$ cat src/design/edf_pkg.sv
`timescale 1ns / 1ps
// ----------------------------------------------------------------------------
// edf_pkg: shared types for the edf ready queue
// item layouts, entry layout, status codes and key helpers
// ----------------------------------------------------------------------------
package edf_pkg;

  localparam int unsigned IdW   = 8;
  localparam int unsigned SecW  = 32;
  localparam int unsigned UsecW = 20;
  localparam int unsigned OccW  = 5;

  typedef enum logic {
    OP_PUSH = 1'b0,
    OP_POP  = 1'b1
  } edf_op_e;

  typedef enum logic [1:0] {
    ST_PUSHED     = 2'd0,
    ST_POPPED     = 2'd1,
    ST_POP_EMPTY  = 2'd2,
    ST_PUSH_FULL  = 2'd3
  } edf_status_e;

  typedef struct packed {
    edf_op_e           op;
    logic [IdW-1:0]    task_id;
    logic [SecW-1:0]   remaining_sec;
    logic [UsecW-1:0]  remaining_usec;
    logic [SecW-1:0]   period_sec;
    logic [UsecW-1:0]  period_usec;
  } edf_in_t;

  typedef struct packed {
    edf_status_e       status;
    logic [IdW-1:0]    out_task_id;
    logic [SecW-1:0]   out_key_sec;
    logic [UsecW-1:0]  out_key_usec;
    logic [OccW-1:0]   occupancy;
  } edf_out_t;

  // one stored task, both time values kept
  typedef struct packed {
    logic [IdW-1:0]    id;
    logic [SecW-1:0]   rem_sec;
    logic [UsecW-1:0]  rem_usec;
    logic [SecW-1:0]   per_sec;
    logic [UsecW-1:0]  per_usec;
  } edf_entry_t;

  typedef struct packed {
    logic [SecW-1:0]   sec;
    logic [UsecW-1:0]  usec;
  } edf_key_t;

  // per-cycle control broadcast to every cell
  typedef struct packed {
    logic push;
    logic pop;
    logic by_period;
  } edf_ctrl_t;

  function automatic edf_key_t key_of(input edf_entry_t e, input logic by_period);
    edf_key_t k;
    if (by_period) begin
      k.sec  = e.per_sec;
      k.usec = e.per_usec;
    end else begin
      k.sec  = e.rem_sec;
      k.usec = e.rem_usec;
    end
    return k;
  endfunction

  // seconds first, then microseconds, as one unsigned compare
  function automatic logic key_less(input edf_key_t a, input edf_key_t b);
    return {a.sec, a.usec} < {b.sec, b.usec};
  endfunction

endpackage

$ cat src/design/edf_cell.sv
`timescale 1ns / 1ps
// ----------------------------------------------------------------------------
// edf_cell: one slot of the sorted queue
// holds one task, compares against the new task, shifts with its neighbors
// ----------------------------------------------------------------------------
module edf_cell (
  input  logic                clk_i,
  input  edf_pkg::edf_ctrl_t  ctrl_i,
  input  logic                occupied_i,
  input  edf_pkg::edf_entry_t new_i,
  input  edf_pkg::edf_entry_t left_i,
  input  edf_pkg::edf_entry_t right_i,
  input  logic                found_i,
  output logic                found_o,
  output edf_pkg::edf_entry_t entry_o
);

  edf_pkg::edf_entry_t entry_q, entry_d;
  logic                goes_here;

  // empty slot or strictly larger key: the new task belongs at or before here
  assign goes_here = !occupied_i ||
                     edf_pkg::key_less(edf_pkg::key_of(new_i, ctrl_i.by_period),
                                       edf_pkg::key_of(entry_q, ctrl_i.by_period));
  assign found_o   = found_i | goes_here;

  always_comb begin
    entry_d = entry_q;
    if (ctrl_i.push) begin
      if (found_i) begin
        entry_d = left_i;
      end else if (goes_here) begin
        entry_d = new_i;
      end
    end else if (ctrl_i.pop) begin
      entry_d = right_i;
    end
  end

  always_ff @(posedge clk_i) begin
    entry_q <= entry_d;
  end

  assign entry_o = entry_q;

endmodule

$ cat config.mk
export PLATFORM = sky130hd
export DESIGN_NAME = edf_cell
export DESIGN_NICKNAME = d
export VERILOG_FILES = /design/src/design/edf_pkg.sv /design/src/design/edf_cell.sv
export SDC_FILE = /design/constraint.sdc
export NUM_CORES = 1
export LEC_CHECK = 0
export ABC_AREA = 1
export BUFFER_PORTS_ARGS = -buffer_cell sky130_fd_sc_hd__buf_2
export CORE_AREA = 3 3 176 178
export CTS_CLUSTER_DIAMETER = 80
export DETAILED_ROUTE_END_ITERATION = 8
export DIE_AREA = 0 0 179 181
export HOLD_SLACK_MARGIN = 0.03
export PLACE_DENSITY = 0.55
export REMOVE_ABC_BUFFERS = 1
export SETUP_SLACK_MARGIN = 0.4
export SLEW_MARGIN = 20
export SYNTH_ARGS = -nofsm -noshare
export SYNTH_HDL_FRONTEND = slang
export SYNTH_SLANG_ARGS = --single-unit
$ cat constraint.sdc
create_clock -name clk_i -period 5.3 [get_ports clk_i]
set_input_delay 1.06 -clock clk_i [delete_from_list [all_inputs] [get_ports clk_i]]
set_output_delay 1.06 -clock clk_i [all_outputs]
set_load 0.1 [all_outputs]
* After elaboration in Yosys (flattened, before gate mapping)
Cells that the tools add are included.
W data, S select, Z words.
** Storage, ports and cells
- Output and inout bits :: 113
- Register bits :: 112
- Word-level logic and storage cells :: 18
- Input port bits :: 342
** Cells by class
- Multiplexer cells :: 6
- Bitwise logic cells :: 1
- Magnitude comparators :: 1
- Reductions and logical operators :: 4
- Eq/ne operators :: 1
** Operators with widths (count)
- $mux W112 :: 4
- $mux W52 :: 2
- $lt A52 B52 Y1 :: 1
- $ne A3 B1 Y1 const B :: 1
- $reduce_and A2 Y1 :: 1
- $reduce_bool A2 Y1 :: 1
- $logic_not A1 Y1 :: 1
- $logic_or A1 B1 Y1 :: 1
- $or A1 B1 Y1 :: 1

* Longest topological paths before layout
- Word-level depth :: 6
- Mapped depth :: 19

* Least setup slack after synthesis
No wires, ideal clock.
- Kind :: input to register
- Start point :: input port ctrl_i[0] in the netlist's numbering
- End point :: register entry_q, in the netlist entry_o[0] (enable)
- Stages on the path :: 17
- Arrival :: 4.938 ns
- Setup time :: 0.465 ns
- Buffers on the path :: 3
- Path slack :: -0.104 ns
- Cells stage by stage :: buf_2 > buf_2 > buf_4 > mux2i_1 > ha_1 > nand2_1 > nor2_2 > and2_1 > nand2_2 > inv_1 > nand2_1 > nand2_1 > nor2_1 > nand2_2 > nand3_2 > nand2_1 > inv_1
** Between the ends
- Cells in the longest elaborated chain, start to end :: 5
- Elaborated cells between the ends (all ways) :: 6
- Those cells by class :: order compare (1); eq/ne (1); mux (2); reduce/logical (2)
** Ends and longest elaborated chain
- start: declaration :: line edf_cell.sv:8 : input edf_pkg::edf_ctrl_t ctrl_i,
- $mux W52 :: line edf_pkg.sv:65 : if (by_period) begin
- $lt A52 B52 Y1 * :: line edf_pkg.sv:77 : return {a.sec, a.usec} < {b.sec, b.usec};
- $logic_or A1 B1 Y1 * :: line edf_cell.sv:22 : assign goes_here = !occupied_i ||
- $ne A3 B1 Y1 (no line) *
- $reduce_and A2 Y1 (no line) *
- end signal: assignment :: line edf_cell.sv:41 : entry_q <= entry_d;
- end: declaration :: line edf_cell.sv:18 : edf_pkg::edf_entry_t entry_q, entry_d;
Every way passes the cells marked *; elsewhere a longest branch is shown, timed or not.
A chain may end at the register's enable or synchronous reset.

* Worst setup path in the final report
- Start point :: input port ctrl_i[0] in the netlist's numbering
- End point :: output port found_o
** Between the ends
- Cells in the longest elaborated chain, start to end :: 4
- Elaborated cells between the ends (all ways) :: 5
- Those cells by class :: order compare (1); mux (2); bitwise (1); reduce/logical (1)
** Ends and longest elaborated chain
- $mux W52 :: line edf_pkg.sv:65
- $lt A52 B52 Y1 * :: line edf_pkg.sv:77
- $logic_or A1 B1 Y1 * :: line edf_cell.sv:22
- $or A1 B1 Y1 * :: line edf_cell.sv:25 : assign found_o = found_i | goes_here;
- end: declaration :: line edf_cell.sv:14 : output logic found_o,
Marks and branches as above.

==> impl_results.md <==
- Status: completed
- CP endpoint kind: primary output
- Nets@finish: around 1800
- Worst Skew: 0.0151 ns
- Sink Count: 112
- Syn avg cell area: 7.77 sq um
- Tmin final: 4.58 ns
- Netlist cell types: 25
- Worst EP required: 4.24 ns
- Total wire length: around 31 mm
- Reg2reg path depth: 16
- Post-synth top area share: 42.1%
- Pre-antenna DRT Iters: 7
- Vias/cell: roughly 4.7
- Tightest Pin Transition: 0.912 ns
- Layout Utilization: 36.7%
- Proportion of layout cells with a drive suffix above 1: 33.8%
- Core region area: 29600 sq um
- Die height: 181 um
- Largest net degree at the start of global routing: 105
- Leakage: 5.40 nW
- Cell Area, Synth: around 8000 sq um
- Maximum clock path buffer count: 2
- Max FFs per register: 112
- HP Start: right_i[111]
- Port buffer count: 454
- P&R area growth vs syn: 35.8%
- Max Slew Vio Count: 0
- Vias in the first global route: 8413
- Routed Antenna Nets: 0
- Peak VDD IR: roughly 0.00014 V
- Top cells by area, synth: edfxtp_1 42%, nand2_1 16%, o21ai_0 9.2%, ha_1 8.0%, mux2i_1 6.4%
- Register area share after synthesis: 42.1%
- R2R setup slack: about 2.5 ns
- R2R Path End: entry_o[66]
- Final HPWL DP: 24.4 mm
- Initial antenna violation count: 2
- Worst-Skew Late Latency: 0.35 ns
- Fin. Hold Viols: 0
- Hold Path Class: input port to flip-flop
- Final worst-path cycle share: 86.5%
- Die width: 179 um
- # setup viols final: 0
- Die area: 32400 sq um
- Critical Setup Path Class: input port to primary output
- Setup TNS: 0 ns
- MaxCap Viol Count: 0
- WHS Endpoint: entry_o[111]
- Row Count: 63
- # DRC: 0
- Cells after synthesis: 1028
- Worst slew margin: 39.2%
- R2R Path Start: entry_o[19]
- CTS buffer count: 9
- Initial Utilization: 27.0%
- WL/cell: 17.1 um
- Hold depth: 3
- I/O pins: 455
- Root Buffer: clkbuf_16
- CTS tree: built
- Clk slew on worst S/H paths: 0.08 ns
- Top cell type by total area after synthesis: edfxtp_1
- Starting DRT DRC Count: 330
- First-pass GRT wire length: 46.3 mm
- Achievable frequency: around 220 MHz
- Nature of the critical path startpoint: input port
- PwrDens: around 300 nW/um^2
- FF+latch count, synth: 112
- All-Layer GR Usage: roughly 18%
- Syn. warnings: 0
- GRT Residual Overflow: 0
- Fillers: 3175
- Worst setup startpoint: ctrl_i[0]
- Cell count after placement: roughly 1800
- CP Data Arrival Time: 3.52 ns
- RePlAce Congestion: 0.842
- Via count: 8666
- Hold slack: 0.978 ns
- RSZ-0062 raised after global routing: no
- CTS H-tree depth: 3
- Fin cells: roughly 1800
- Critical path fanouts, max: 104
==> worst max-delay path, stage by stage <==
cell     delay (ns)
buf_4          0.11
buf_12         0.47
mux2i_1        0.20
ha_1           0.34
nand4_1        0.18
nor2_2         0.25
nand2_2        0.12
nor2_2         0.09
nand2_1        0.05
nand2_1        0.05
nor2_1         0.04
nand2_2        0.11
nand3_1        0.13
buf_12         0.21
==> final cells by class <==
class / instances / area (sq um) / share of cell area, %
sequential: 112 / 3360 / 31.0
inverter: 24 / 100 / 0.923
antenna: 1 / 2.50 / 0.0231
multi-input combinational: 827 / 4240 / 39.1
clock inverter: 4 / 31.3 / 0.288
tap: 390 / 488 / 4.50
clock buffer: 12 / 236 / 2.18
timing repair buffer: 461 / 2380 / 22.0
==> metal layers <==
layer  global-route usage (%)  vias to the layer above  wire (um)
met2                     32.4                      377      15700
li1                         -                     4305          -
met4                     5.17                        2        786
met5                        0                        -         13
met3                     4.50                       41       2460
met1                     21.8                     3941      12300
==> how the worst max path moves through the flow <==
| stage | to | depth (start not counted) | slack (ns) |
|---|---|---|---|
| global placement | found_o | 13 | 0.50 |
| CTS | found_o | 13 | 0.50 |
| finish | found_o | 14 | 0.72 |
| detailed placement | found_o | 13 | 0.50 |
| global route | found_o | 12 | 0.44 |
| floorplan | entry_o[0] | 16 | -0.41 |
==> per-stage QoR <==
stage          power (mW)  cell area [sq um]  setup slack, ns
5_1_grt              3.41              10800            0.441
2_1_floorplan        2.19               7690           -0.408
3_5_place_dp         2.62              10600            0.500
4_1_cts              3.28              10800            0.496
6_report             3.24              10800            0.718
3_3_place_gp         2.61              10600            0.503
==> cells in the final DEF (no fill, tap or decap), types with 7 or more instances in the layout <==
master / synthesis / layout
mux2i_1: 51 / 51
ha_1: 51 / 51
inv_1: 21 / 20
edfxtp_1: 112 / 112
buf_4: 5 / 7
a21oi_1: 17 / 17
o21ai_1: 80 / 80
clkbuf_16: 0 / 9
buf_2: 25 / 450
nand2_1: 334 / 334
nor2_1: 121 / 121
o21ai_0: 146 / 146
nand3_1: 8 / 8
==> cell usage after synthesis <==
cell type / instances
inv_2: 2
nor3_1: 2
buf_1: 4
nand3_1: 8
a21oi_1: 17
clkinv_1: 1
nor2_1: 121
or2_2: 1
nand3_2: 1
o21ai_1: 80
and2_1: 1
inv_1: 21
buf_4: 5
a21o_1: 1
buf_2: 25
o21ai_0: 146
mux2i_1: 51
nand2_2: 2
o21a_1: 2
nand2_1: 334
edfxtp_1: 112
nor2_2: 4
ha_1: 51
clkbuf_1: 31
nand4_1: 5
==> power by group <==
| part | switching, mW | leakage, nW | internal, mW |
|---|---|---|---|
| clock network | 0.334 | 0.119 | 0.322 |
| registers | 0.0514 | 1.15 | 1.10 |
| logic | 1.11 | 4.13 | 0.323 |
==> what timing repair did <==
action	4_1_cts	5_1_grt
resized for setup	0	2
endpoints found under the setup margin	0	1
hold buffers	0	0
setup buffers	0	0
==> kinds of logic after synthesis <==
family                     Yosys count  share of synthesized area [%]
DFF                                112                           42.1
buffers and inverters               89                           4.81
muxes                               51                           6.39
adders and majority gates           51                           7.99
and+or+nand+nor                    479                           23.2
AOI/OAI and AO/OA                  246                           15.5
No activity file was read; power rests on OpenSTA's default activity.
